## config.mk

```make
export PLATFORM = sky130hd
export DESIGN_NAME = tlb_page_table_translator
export DESIGN_NICKNAME = d
export VERILOG_FILES = /design/src/hw/rtl/tpt_pkg.sv /design/src/hw/rtl/tlb_page_table_translator.sv /design/src/hw/rtl/tpt_tlb_cell.sv /design/src/hw/rtl/tpt_tlb.sv /design/src/hw/rtl/tpt_page_table.sv
export SDC_FILE = /design/constraint.sdc
export NUM_CORES = 2
export LEC_CHECK = 0
export ABC_AREA = 0
export BUFFER_PORTS_ARGS = -buffer_cell sky130_fd_sc_hd__buf_2
export CORE_MARGIN = 5
export CORE_UTILIZATION = 38
export DETAILED_ROUTE_END_ITERATION = 6
export PLACE_DENSITY = 0.5
export SLEW_MARGIN = 25
export SYNTH_ARGS = -nofsm -noshare
export SYNTH_HDL_FRONTEND = slang
export SYNTH_SLANG_ARGS = --single-unit
```

## constraint.sdc

```tcl
create_clock -name clock -period 17.6 [get_ports clock]
set_input_delay 3.52 -clock clock [delete_from_list [all_inputs] [get_ports clock]]
set_output_delay 3.52 -clock clock [all_outputs]
set_load 0.01 [all_outputs]
```

## src/hw/rtl/tpt_pkg.sv

```systemverilog
// Shared types, constants and helpers for the TLB / page table translator.
package tpt_pkg;

   localparam int ADDR_W  = 16;
   localparam int TAG_W   = 8;
   localparam int FRAME_W = 8;
   localparam int COUNT_W = 16;
   localparam int FREE_W  = 9;

   localparam logic [COUNT_W-1:0] COUNT_MAX = '1;
   localparam logic [FREE_W-1:0]  FREE_MAX  = '1;

   typedef enum logic [1:0] {
      ST_IDLE,
      ST_LOOK,
      ST_MEM
   } state_type;

   // one TLB slot
   typedef struct packed {
      logic               valid;
      logic [TAG_W-1:0]   tag;
      logic [FRAME_W-1:0] frame;
   } tlb_entry_type;

   // lookup answer of one slot or of the whole TLB; frame is zero without a hit
   typedef struct packed {
      logic               hit;
      logic [FRAME_W-1:0] frame;
   } tlb_match_type;

   // one page table word
   typedef struct packed {
      logic               present;
      logic [FRAME_W-1:0] frame;
   } pt_entry_type;

   function automatic logic [COUNT_W-1:0] sat_inc(input logic [COUNT_W-1:0] v);
      return (v == COUNT_MAX) ? COUNT_MAX : v + 1'b1;
   endfunction

endpackage

```

## src/hw/rtl/tlb_page_table_translator.sv

```systemverilog
// Top level: virtual to physical translation through a FIFO TLB and a demand-paged table.
//
//  channel  | dir | handshake              | payload
//  ---------+-----+------------------------+-------------------------------------------
//  req      | in  | req_tvalid/req_tready  | req_tdata: virtual_address
//  rsp      | out | rsp_tvalid/rsp_tready  | rsp_tdata: physical_address, hit_total,
//           |     |                        |   miss_total, fault_total
//           |     |                        | rsp_tuser: tlb_hit, page_fault
//
//  A TLB hit goes from accept to result through a tag compare in the slot row.
//  A miss also reads the page table: the read port is single and its read data is registered.
//  After reset the page table is swept clear, with req_tready low.
//  One word is in flight at a time; the next is accepted while a result still waits.
//  A held result stalls completion of the next word, never its accept.
module tlb_page_table_translator
   import tpt_pkg::*;
#(
   parameter int TLB_ENTRIES = 16,
   parameter int PAGE_COUNT  = 256,
   parameter int OFFSET_BITS = 8
)
(
   input  logic        clock,
   input  logic        reset,
   input  logic        req_tvalid,
   output logic        req_tready,
   input  logic [15:0] req_tdata,   // [15:0] virtual_address
   output logic        rsp_tvalid,
   input  logic        rsp_tready,
   output logic [63:0] rsp_tdata,   // [15:0] physical_address, [31:16] hit_total,
                                    // [47:32] miss_total, [63:48] fault_total
   output logic [1:0]  rsp_tuser    // [0] tlb_hit, [1] page_fault
);

   localparam int PAGE_W = $clog2(PAGE_COUNT);
   localparam int FBITS  = ADDR_W - OFFSET_BITS;
   localparam logic [FRAME_W-1:0] FMASK =
      (FBITS >= FRAME_W) ? '1 : FRAME_W'((32'd1 << FBITS) - 32'd1);
   localparam logic [ADDR_W-1:0] OFF_MASK = ADDR_W'((32'd1 << OFFSET_BITS) - 32'd1);
   localparam logic [ADDR_W-1:0] PAGE_CNT_V = ADDR_W'(PAGE_COUNT);

   // page modulo by reciprocal: quotient estimate is exact or one short
   localparam int RECIP_SHIFT = 24;
   localparam int RECIP_W     = 25;
   localparam int PROD_W      = ADDR_W + RECIP_W;
   localparam logic [RECIP_W-1:0] RECIP = RECIP_W'((32'd1 << RECIP_SHIFT) / PAGE_COUNT);

   state_type            state_ff, state_in;
   logic [ADDR_W-1:0]    va_ff;
   logic [ADDR_W-1:0]    quot_ff;

   logic [COUNT_W-1:0]   hit_cnt_ff, hit_cnt_in;
   logic [COUNT_W-1:0]   miss_cnt_ff, miss_cnt_in;
   logic [COUNT_W-1:0]   fault_cnt_ff, fault_cnt_in;
   logic [FREE_W-1:0]    next_free_ff, next_free_in;

   logic                 rsp_valid_ff;
   logic [ADDR_W-1:0]    phys_ff, phys_in;
   logic                 hit_ff, hit_in;
   logic                 fault_ff, fault_in;
   logic                 load_w;
   logic                 out_free_w;

   logic [ADDR_W-1:0]    req_page_w;
   logic [PROD_W-1:0]    prod_w;
   logic [ADDR_W-1:0]    va_page_w;
   logic [2*ADDR_W-1:0]  qp_w;
   logic [ADDR_W-1:0]    rem_w;
   logic [ADDR_W-1:0]    rem_fix_w;
   logic [PAGE_W-1:0]    page_w;
   logic [TAG_W-1:0]     tag_w;
   logic [FRAME_W-1:0]   frame_w;
   logic [23:0]          phys_wide_w;

   tlb_match_type        lookup_w;
   tlb_entry_type        fill_w;
   logic                 tlb_shift_w;

   pt_entry_type         pt_rd_w;
   pt_entry_type         pt_wr_w;
   logic                 pt_rd_en_w;
   logic                 pt_wr_en_w;
   logic                 pt_ready_w;

   // quotient estimate is formed on accept, so its multiply ends in a register
   assign req_page_w = ADDR_W'(req_tdata >> OFFSET_BITS);
   assign prod_w     = PROD_W'(req_page_w) * PROD_W'(RECIP);

   always_ff @(posedge clock) begin
      if (req_tvalid && req_tready) begin
         va_ff   <= req_tdata;
         quot_ff <= prod_w[RECIP_SHIFT +: ADDR_W];
      end
   end

   // page number modulo PAGE_COUNT, tag is its low byte
   assign va_page_w = ADDR_W'(va_ff >> OFFSET_BITS);
   assign qp_w      = (2*ADDR_W)'(quot_ff) * (2*ADDR_W)'(PAGE_CNT_V);
   assign rem_w     = va_page_w - qp_w[ADDR_W-1:0];
   assign rem_fix_w = (rem_w >= PAGE_CNT_V) ? rem_w - PAGE_CNT_V : rem_w;
   assign page_w    = rem_fix_w[PAGE_W-1:0];
   assign tag_w     = TAG_W'(page_w);

   tpt_tlb #(
      .TLB_ENTRIES (TLB_ENTRIES)
   ) u_tlb (
      .clock      (clock),
      .reset      (reset),
      .shift      (tlb_shift_w),
      .fill       (fill_w),
      .lookup_tag (tag_w),
      .result     (lookup_w)
   );

   tpt_page_table #(
      .PAGE_COUNT (PAGE_COUNT)
   ) u_page_table (
      .clock   (clock),
      .reset   (reset),
      .rd_en   (pt_rd_en_w),
      .wr_en   (pt_wr_en_w),
      .addr    (page_w),
      .wr_data (pt_wr_w),
      .rd_data (pt_rd_w),
      .ready   (pt_ready_w)
   );

   assign out_free_w = !rsp_valid_ff || rsp_tready;

   always_comb begin
      state_in     = state_ff;
      req_tready   = 1'b0;
      load_w       = 1'b0;
      hit_in       = 1'b0;
      fault_in     = 1'b0;
      frame_w      = lookup_w.frame;
      hit_cnt_in   = hit_cnt_ff;
      miss_cnt_in  = miss_cnt_ff;
      fault_cnt_in = fault_cnt_ff;
      next_free_in = next_free_ff;
      pt_rd_en_w   = 1'b0;
      pt_wr_en_w   = 1'b0;
      tlb_shift_w  = 1'b0;
      unique case (state_ff)
         ST_IDLE: begin
            req_tready = pt_ready_w;
            if (req_tvalid && pt_ready_w) begin
               state_in = ST_LOOK;
            end
         end
         ST_LOOK: begin
            if (lookup_w.hit) begin
               if (out_free_w) begin
                  load_w     = 1'b1;
                  hit_in     = 1'b1;
                  hit_cnt_in = sat_inc(hit_cnt_ff);
                  state_in   = ST_IDLE;
               end
            end else begin
               pt_rd_en_w = 1'b1;
               state_in   = ST_MEM;
            end
         end
         ST_MEM: begin
            frame_w = pt_rd_w.frame;
            if (out_free_w) begin
               load_w      = 1'b1;
               tlb_shift_w = 1'b1;
               miss_cnt_in = sat_inc(miss_cnt_ff);
               if (!pt_rd_w.present) begin
                  // demand fill: next free frame, wrapped to the frame field
                  frame_w      = next_free_ff[FRAME_W-1:0] & FMASK;
                  fault_in     = 1'b1;
                  pt_wr_en_w   = 1'b1;
                  fault_cnt_in = sat_inc(fault_cnt_ff);
                  if (next_free_ff != FREE_MAX) begin
                     next_free_in = next_free_ff + 1'b1;
                  end
               end
               state_in = ST_IDLE;
            end
         end
         default: begin
            state_in = ST_IDLE;
         end
      endcase
   end

   assign pt_wr_w.present = 1'b1;
   assign pt_wr_w.frame   = frame_w;
   assign fill_w.valid    = 1'b1;
   assign fill_w.tag      = tag_w;
   assign fill_w.frame    = frame_w;

   assign phys_wide_w = (24'(frame_w) << OFFSET_BITS) | 24'(va_ff & OFF_MASK);
   assign phys_in     = phys_wide_w[ADDR_W-1:0];

   always_ff @(posedge clock) begin
      if (reset) begin
         state_ff     <= ST_IDLE;
         hit_cnt_ff   <= '0;
         miss_cnt_ff  <= '0;
         fault_cnt_ff <= '0;
         next_free_ff <= '0;
         rsp_valid_ff <= 1'b0;
      end else begin
         state_ff     <= state_in;
         hit_cnt_ff   <= hit_cnt_in;
         miss_cnt_ff  <= miss_cnt_in;
         fault_cnt_ff <= fault_cnt_in;
         next_free_ff <= next_free_in;
         if (load_w) begin
            rsp_valid_ff <= 1'b1;
         end else if (rsp_tready) begin
            rsp_valid_ff <= 1'b0;
         end
      end
   end

   always_ff @(posedge clock) begin
      if (load_w) begin
         phys_ff  <= phys_in;
         hit_ff   <= hit_in;
         fault_ff <= fault_in;
      end
   end

   // counters only move when a new result is loaded, so they feed the word directly
   assign rsp_tvalid = rsp_valid_ff;
   assign rsp_tdata  = {fault_cnt_ff, miss_cnt_ff, hit_cnt_ff, phys_ff};
   assign rsp_tuser  = {fault_ff, hit_ff};

   a_rsp_source: assert property (@(posedge clock) disable iff (reset)
      $rose(rsp_tvalid) |-> ($past(state_ff) == ST_LOOK || $past(state_ff) == ST_MEM))
      else $error("result appeared without a lookup or table cycle");

   a_hit_no_fault: assert property (@(posedge clock) disable iff (reset)
      rsp_tvalid |-> !(hit_ff && fault_ff))
      else $error("word flagged as both TLB hit and page fault");

   a_fault_le_miss: assert property (@(posedge clock) disable iff (reset)
      rsp_tvalid |-> (fault_cnt_ff <= miss_cnt_ff))
      else $error("fault count ran ahead of miss count");

   a_no_accept_clear: assert property (@(posedge clock) disable iff (reset)
      !pt_ready_w |-> !req_tready)
      else $error("word accepted during page table clear");

endmodule

```

## src/hw/rtl/tpt_tlb_cell.sv

```systemverilog
// One TLB slot: holds an entry, shifts it on to the next slot on a fill, compares a tag.
module tpt_tlb_cell
   import tpt_pkg::*;
(
   input  logic               clock,
   input  logic               reset,
   input  logic               shift,
   input  tlb_entry_type      entry_in,
   output tlb_entry_type      entry_out,
   input  logic [TAG_W-1:0]   lookup_tag,
   output tlb_match_type      match
);

   logic                valid_ff;
   logic [TAG_W-1:0]    tag_ff;
   logic [FRAME_W-1:0]  frame_ff;
   logic                hit_w;

   always_ff @(posedge clock) begin
      if (reset) begin
         valid_ff <= 1'b0;
      end else if (shift) begin
         valid_ff <= entry_in.valid;
      end
   end

   always_ff @(posedge clock) begin
      if (shift) begin
         tag_ff   <= entry_in.tag;
         frame_ff <= entry_in.frame;
      end
   end

   assign hit_w           = valid_ff && (tag_ff == lookup_tag);
   assign match.hit       = hit_w;
   assign match.frame     = frame_ff & {FRAME_W{hit_w}};
   assign entry_out.valid = valid_ff;
   assign entry_out.tag   = tag_ff;
   assign entry_out.frame = frame_ff;

endmodule

```

## src/hw/rtl/tpt_tlb.sv

```systemverilog
// Row of TLB slots; a fill enters slot 0 and the oldest entry drops off the far end.
module tpt_tlb
   import tpt_pkg::*;
#(
   parameter int TLB_ENTRIES = 16
)
(
   input  logic             clock,
   input  logic             reset,
   input  logic             shift,
   input  tlb_entry_type    fill,
   input  logic [TAG_W-1:0] lookup_tag,
   output tlb_match_type    result
);

   tlb_entry_type              chain_w [TLB_ENTRIES+1];
   tlb_match_type              match_w [TLB_ENTRIES];
   logic [TLB_ENTRIES-1:0]     hits_w;

   assign chain_w[0] = fill;

   for (genvar i = 0; i < TLB_ENTRIES; i++) begin : g_cell
      tpt_tlb_cell u_cell (
         .clock      (clock),
         .reset      (reset),
         .shift      (shift),
         .entry_in   (chain_w[i]),
         .entry_out  (chain_w[i+1]),
         .lookup_tag (lookup_tag),
         .match      (match_w[i])
      );
      assign hits_w[i] = match_w[i].hit;
   end

   // tags never repeat, so at most one slot answers and an OR picks its frame
   always_comb begin
      result = '0;
      for (int i = 0; i < TLB_ENTRIES; i++) begin
         result.hit   = result.hit | match_w[i].hit;
         result.frame = result.frame | match_w[i].frame;
      end
   end

   a_single_hit: assert property (@(posedge clock) disable iff (reset) $onehot0(hits_w))
      else $error("more than one TLB slot matches the lookup tag");

endmodule

```

## src/hw/rtl/tpt_page_table.sv

```systemverilog
// Page table memory with present bits, cleared by a sweep after reset.
module tpt_page_table
   import tpt_pkg::*;
#(
   parameter int PAGE_COUNT = 256
)
(
   input  logic                          clock,
   input  logic                          reset,
   input  logic                          rd_en,
   input  logic                          wr_en,
   input  logic [$clog2(PAGE_COUNT)-1:0] addr,
   input  pt_entry_type                  wr_data,
   output pt_entry_type                  rd_data,
   output logic                          ready
);

   localparam int PAGE_W = $clog2(PAGE_COUNT);
   localparam logic [PAGE_W-1:0] LAST_PAGE = PAGE_W'(PAGE_COUNT - 1);

   pt_entry_type        mem [PAGE_COUNT];
   pt_entry_type        rd_data_ff;
   logic [PAGE_W-1:0]   clear_ff;
   logic                clearing_ff;

   always_ff @(posedge clock) begin
      if (reset) begin
         clearing_ff <= 1'b1;
         clear_ff    <= '0;
      end else if (clearing_ff) begin
         clear_ff <= clear_ff + 1'b1;
         if (clear_ff == LAST_PAGE) begin
            clearing_ff <= 1'b0;
         end
      end
   end

   always_ff @(posedge clock) begin
      if (clearing_ff) begin
         mem[clear_ff] <= '0;
      end else if (wr_en) begin
         mem[addr] <= wr_data;
      end
   end

   always_ff @(posedge clock) begin
      if (rd_en) begin
         rd_data_ff <= mem[addr];
      end
   end

   assign rd_data = rd_data_ff;
   assign ready   = !clearing_ff;

endmodule
```

* Word level (Yosys, flattened, before mapping)
Memories as Yosys holds them, arrays and structs flattened. A register that Yosys moved wholly into a read port is not among the register bits.
Index checks and enable logic that the tools add are counted.
** Storage, ports and cells
- Bits in writable memories :: 2304
- Bits in registers :: 375
- Memories :: 1
- Output and inout bits :: 68
- Word-level logic and storage cells :: 201
- Input port bits :: 20
** Operators by class
- Muxes and demuxes :: 33
- $add $sub $neg :: 6
- Reduce and logical (&&, ||, !) cells :: 28
- Order comparisons :: 1
- Bitwise logic cells :: 48
- Eq/ne operators :: 24
** Memories
- u_page_table.mem :: depth 256, width 9, rd ports 1, clocked after Yosys merged registers in 1, wr ports 1, RTL line tpt_page_table.sv:21 : pt_entry_type mem [PAGE_COUNT];
** Operators with widths (number)
- $and A8 B8 Y8 :: 16
- $eq A8 B8 Y1 :: 16
- $or A8 B8 Y8 :: 15
- $add A16 B1 Y16 const B :: 3
- $eq A16 B16 Y1 const B :: 3
- $mux W16 :: 3
- $mux W8 :: 5
- $mux W1 :: 19
- $logic_and A1 B1 Y1 :: 18
- $or A16 B8 Y16 :: 1
- $or A1 B1 Y1 :: 15
- $add A9 B1 Y9 const B :: 1
- $ge A8 B9 Y1 const B :: 1
- $mux W9 :: 1
- $ne A9 B9 Y1 const B :: 1
- $reduce_or A9 Y1 :: 1
- $add A8 B1 Y8 const B :: 1
- $eq A8 B8 Y1 const B :: 1
- $sub A8 B1 Y8 const B :: 1
- $mux W2 :: 3
- $pmux W2 S3 :: 1
- $reduce_and A3 Y1 :: 2
- $reduce_and A4 Y1 :: 1
- $eq A2 B1 Y1 const B :: 1
- other kinds (9) :: 10

* Depth between registers and ports, before layout
- Word-level depth :: 22
- Depth in mapped cells :: 12
- Gate-level depth less buffers :: 11

* Cells and area by module
Synthesis repeated with hierarchy kept, for this count alone.
** Second synthesis, totals
- Cell total of the unflattened synthesis :: 5641
- Area, all modules :: 108002.3 um^2
** By module, submodules not included
- tpt_page_table :: area each 90056.4 um^2, times used 1, cells each 4342, seq. area each 69636.8 um^2
- tpt_tlb_cell :: area each 835.8 um^2, times used 16, cells each 53, seq. area each 500.5 um^2
- tlb_page_table_translator :: area each 4291.6 um^2, times used 1, cells each 406, seq. area each 2222.1 um^2
- tpt_tlb :: area each 281.5 um^2, times used 1, cells each 45, seq. area each 0.0 um^2

* Least setup slack after synthesis
Ideal clock, no wire load.
- Path type :: input-to-reg
- Start :: input port rsp_tready
- End :: memory u_page_table.mem[0][0] (netlist name), data pin
- Required time :: 16.021 ns
- Setup time :: 1.579 ns
- Path slack :: 4.626 ns
- Data arrival time :: 11.395 ns
- Buffers on the path :: 2
- Stages on the path :: 6
- Cell sequence :: nand2b_1 nand2_1 or3_1 clkbuf_1 buf_2 a21oi_1
** Between the ends
- Cells in the longest elaborated chain, start to end :: 8
- Elaborated cells between the ends (all ways) :: 10
- Those cells by class :: mux: 8; reduce/logical: 2
** Ends and longest elaborated chain
- from (decl) :: RTL line tlb_page_table_translator.sv:29 : input logic rsp_tready,
- $logic_or A1 B1 Y1 (*) :: RTL line tlb_page_table_translator.sv:128 : assign out_free_w = !rsp_valid_ff || rsp_tready;
- $mux W1 :: RTL line tlb_page_table_translator.sv:166 : if (out_free_w) begin
- $mux W1
- $mux W1 :: RTL line tpt_page_table.sv:41 : end else if (wr_en) begin
- $mux W1 :: RTL line tpt_page_table.sv:39 : if (clearing_ff) begin
- $mux W1 (implied by the code) :: RTL line tpt_page_table.sv:42 : mem[addr] <= wr_data;
- $reduce_or A9 Y1 (no source line)
- $mux W9 (no source line) (*)
- to (decl) :: RTL line tpt_page_table.sv:21
Mark *: on every way between the ends. The rest lies on a longest branch, timed or not.

* Worst setup path after layout
- Start :: input port rsp_tready
- End :: memory u_page_table.mem[3][4] (netlist name) (enable)
** Between the ends
- Cells in the longest elaborated chain, start to end :: 8
- Elaborated cells between the ends (all ways) :: 9
- Those cells by class :: mux: 7; reduce/logical: 2
** Ends and longest elaborated chain (RTL line)
- $logic_or A1 B1 Y1 (*) :: tlb_page_table_translator.sv:128
- $mux W1 (*) :: tlb_page_table_translator.sv:166
- $mux W1 (*)
- $mux W1 (*) :: tpt_page_table.sv:41
- $mux W1 (*) :: tpt_page_table.sv:39
- $mux W1 (implied by the code) (*) :: tpt_page_table.sv:42
- $reduce_or A9 Y1 (no source line)
- $mux W8 (no source line) / $mux W1 (equally long branches)
Marks and branches as above.

==> results by group <==
Status
  – Status: finished, final reports clean

Synthesis
  – Syn nets: 5072
  – EDFF count, synth: about 2600
  – Synth Flop Type: edfxtp_1
  – Ys async rst share: 0
  – Mapped Area: 103000 um^2
  – Synth Area per Inst: 20.5 um^2
  – Post-synthesis sequential area ratio: 0.773
  – Count of different cell masters after synthesis: 60
  – Ys Warns: 0
  – Register bit count reported by yosys: 2688
  – Synth Instances: ~5000

CTS
  – Worst skew pair latency: just under 1 ns
  – Root buffer cell: clkbuf_16
  – Setup Fix Bufs, Post-CTS: 0
  – Clock slew at reported path FFs: 0.06 ns
  – Post-CTS resize count: 0
  – CTS tree: yes
  – Hold Buf Count CTS: 0
  – Clk buf depth: 4
  – CTS sink cnt: 2688
  – H-tree levels: 5
  – CTS Buf Count: 302

STA
  – Final TNS setup: 0 ns
  – Final period util: 0.463
  – Final setup vio count: 0
  – Final Max Tran Viols: 0
  – Hold Fails Final Rpt: 0
  – Slew of the pin with the lowest slew margin: 1.12 ns
  – Post-route minimum period: 8.14 ns
  – Rel. slew slack: 0.250
  – Clock skew: 0.0705 ns
  – Max Fclk: between 0.1 and 0.15 GHz
  – RSZ-0062 raised after global routing: no

Drt
  – Drt via density: 5.62
  – # DRC: 0
  – DR WL/cell: roughly 30 um
  – Antenna Nets Post-Route: 0
  – DR pass1 iterations: 5
  – Final WL: 271000 um
  – Starting DRT DRC Count: 5403
  – Via Count: 50800

Floorplan
  – Starting Density: 0.382
  – Die Y: 532 um
  – Die Span X: 532 um
  – Row count: roughly 190
  – Core area: 271000 um^2
  – Die area: approximately 280000 um^2
  – IO Pins: 88

Global routing
  – Pin count of the biggest net entering global routing: 167
  – Antenna violations before repair: 7
  – Vias in the first global route: 51900
  – Remaining Overflow, GRT: 0
  – First-pass GRT wire length: ~390000 um
  – GRT Total Usage: 0.188

Power
  – PD cells: 110 nW/um^2
  – Leak: 32.2 nW
  – Worst VDD drop: 99.1 uV
  – Tot Pwr: roughly 13 mW

Placed design
  – GP Congestion: roughly 0.83
  – Hpwl dp: roughly 160000 um
  – PortBufs: between 80 and 90

Setup path
  – Worst Path Required: 18.14 ns
  – CP startpoint kind: input pin
  – Worst setup EP type: flip-flop
  – CP Class: in2reg
  – Crit Path Max Fanout: 136
  – Critical Path AT: roughly 8.7 ns

Min path
  – Hold/Removal Path Class: reg2reg

Layout
  – NumNets Final: 5294
  – Layout Area Growth over Synthesis: 13.6%
  – Layout cells sized above 1: 0.231
  – # fillers: approximately 23000

Job
  – Max_cap viols: 0
==> where the power goes <==
group          switching [mW]  total [mW]  internal [mW]
clock network            2.45        5.91           3.46
registers             0.00309        6.92           6.92
logic                  0.0334      0.0406        0.00724
==> cell usage after synthesis, types with 7 or more instances <==
cell / n / area share
a31oi_1: 10 / 0.00061
nor4_1: 37 / 0.0022
dfxtp_1: 85 / 0.016
nor2_1: 300 / 0.011
a22o_1: 17 / 0.0014
nand3_1: 48 / 0.0023
o22ai_1: 18 / 0.0011
mux4_2: 576 / 0.13
nand4_1: 37 / 0.0022
and3_1: 11 / 0.00067
or2_1: 9 / 0.00054
nand2_1: 115 / 0.0042
nor3_2: 10 / 0.00097
xor2_1: 22 / 0.0019
nor3_1: 8 / 0.00039
edfxtp_1: 2603 / 0.76
nand3b_1: 8 / 0.00058
inv_1: 7 / 0.00025
buf_2: 67 / 0.0032
nor2b_1: 9 / 0.00054
mux2i_1: 12 / 0.0012
or3_1: 10 / 0.00061
a21oi_1: 218 / 0.011
xnor2_1: 133 / 0.011
a221oi_1: 14 / 0.0012
buf_6: 12 / 0.0013
nand2b_1: 11 / 0.00067
and2_1: 7 / 0.00042
ha_1: 10 / 0.0012
buf_4: 10 / 0.00073
clkbuf_1: 168 / 0.0061
o21ai_0: 27 / 0.0013
buf_1: 31 / 0.0011
a22oi_1: 311 / 0.023
==> through the flow <==
step / setup slack [ns] / hold slack, ns / std cells / util / instance area, um^2
5_1_grt: 9.21 / 0.426 / 9048 / 0.434 / 117000
6_report: 9.46 / 0.417 / 9050 / 0.434 / 117000
3_3_place_gp: 8.53 / 0.401 / 8529 / 0.400 / 108000
3_5_place_dp: 8.45 / 0.406 / 8529 / 0.400 / 108000
4_1_cts: 9.47 / 0.419 / 9046 / 0.434 / 117000
2_1_floorplan: 4.63 / 0.400 / 5042 / - / 103000
==> registers in the layout, indices dropped and copies added (netlist names) <==
signal,flops
u_page_table.clearing_ff,1
fault_ff,1
u_page_table.rd_data,9
hit_cnt_ff,16
hit_ff,1
u_tlb.g_cell.u_cell.tag_ff,128
u_page_table.clear_ff,8
u_page_table.mem,2304
fault_cnt_ff,16
state_ff,2
miss_cnt_ff,16
u_tlb.g_cell.u_cell.frame_ff,128
next_free_ff,9
u_tlb.g_cell.u_cell.valid_ff,16
rsp_tvalid,1
va_ff,16
phys_ff,16
==> metal layers <==
layer,share of wire,GRT usage,wire [um]
met4,0.028,0.0541,7590
met3,0.064,0.0338,17400
met1,0.44,0.271,119000
met5,0.00012,0,32
met2,0.47,0.294,126000
==> worst max-delay path, stage by stage <==
cell and delay [ns]:
buf_2 0.11, nand2b_1 0.16, nand2_1 0.60, inv_8 0.90, nand2b_1 0.40, clkinv_1 0.31, nand3_1 0.11, o21ai_0 0.63
nand2_2 0.85, nor2_1 0.98
==> kinds of logic after synthesis <==
group | after synthesis | synth area share
AOI/OAI and AO/OA | 651 | 0.0423
xor gates and xnor gates | 158 | 0.0136
adders and majority gates | 10 | 0.00121
buffers and inverters | 301 | 0.0136
DFF | 2688 | 0.773
muxes | 588 | 0.127
and+or+nand+nor | 646 | 0.0301
==> path summary, 6_finish.rpt <==
check / from / to / slack (ns) / cells after the start
worst min-delay path: va_ff[1] / phys_ff[1] / 0.42 / 0
worst min register to register: va_ff[1] / phys_ff[1] / 0.42 / 0
worst max-delay path: rsp_tready / u_page_table.mem[3][4] / 9.46 / 10
worst max register to register: state_ff[0] / u_page_table.mem[3][4] / 11.16 / 11
==> layout by cell type, fill, tap and decap left out, drive strengths merged, types with 48 or more instances in the layout <==
cell / count
a21oi: 218
a22oi: 311
buf: 210
clkbuf: 372
clkinv: 113
dfxtp: 85
edfxtp: 2603
mux4: 576
nand2: 115
nand3: 48
nor2: 302
xnor2: 136
==> layout make-up <==
class / count / area, um^2 / share of cell area
clock inverters: 145 / 1160 / 0.00987
multi-input cells: 2053 / 22400 / 0.190
diodes: 3 / 7.51 / 0.0000639
inverters: 9 / 48.8 / 0.000416
well taps: 3570 / 4470 / 0.0380
repair buffers: 210 / 1540 / 0.0131
clock buffers: 372 / 7990 / 0.0680
flip-flops and latches: 2688 / 79900 / 0.680
(Power assumes the default switching activity.)
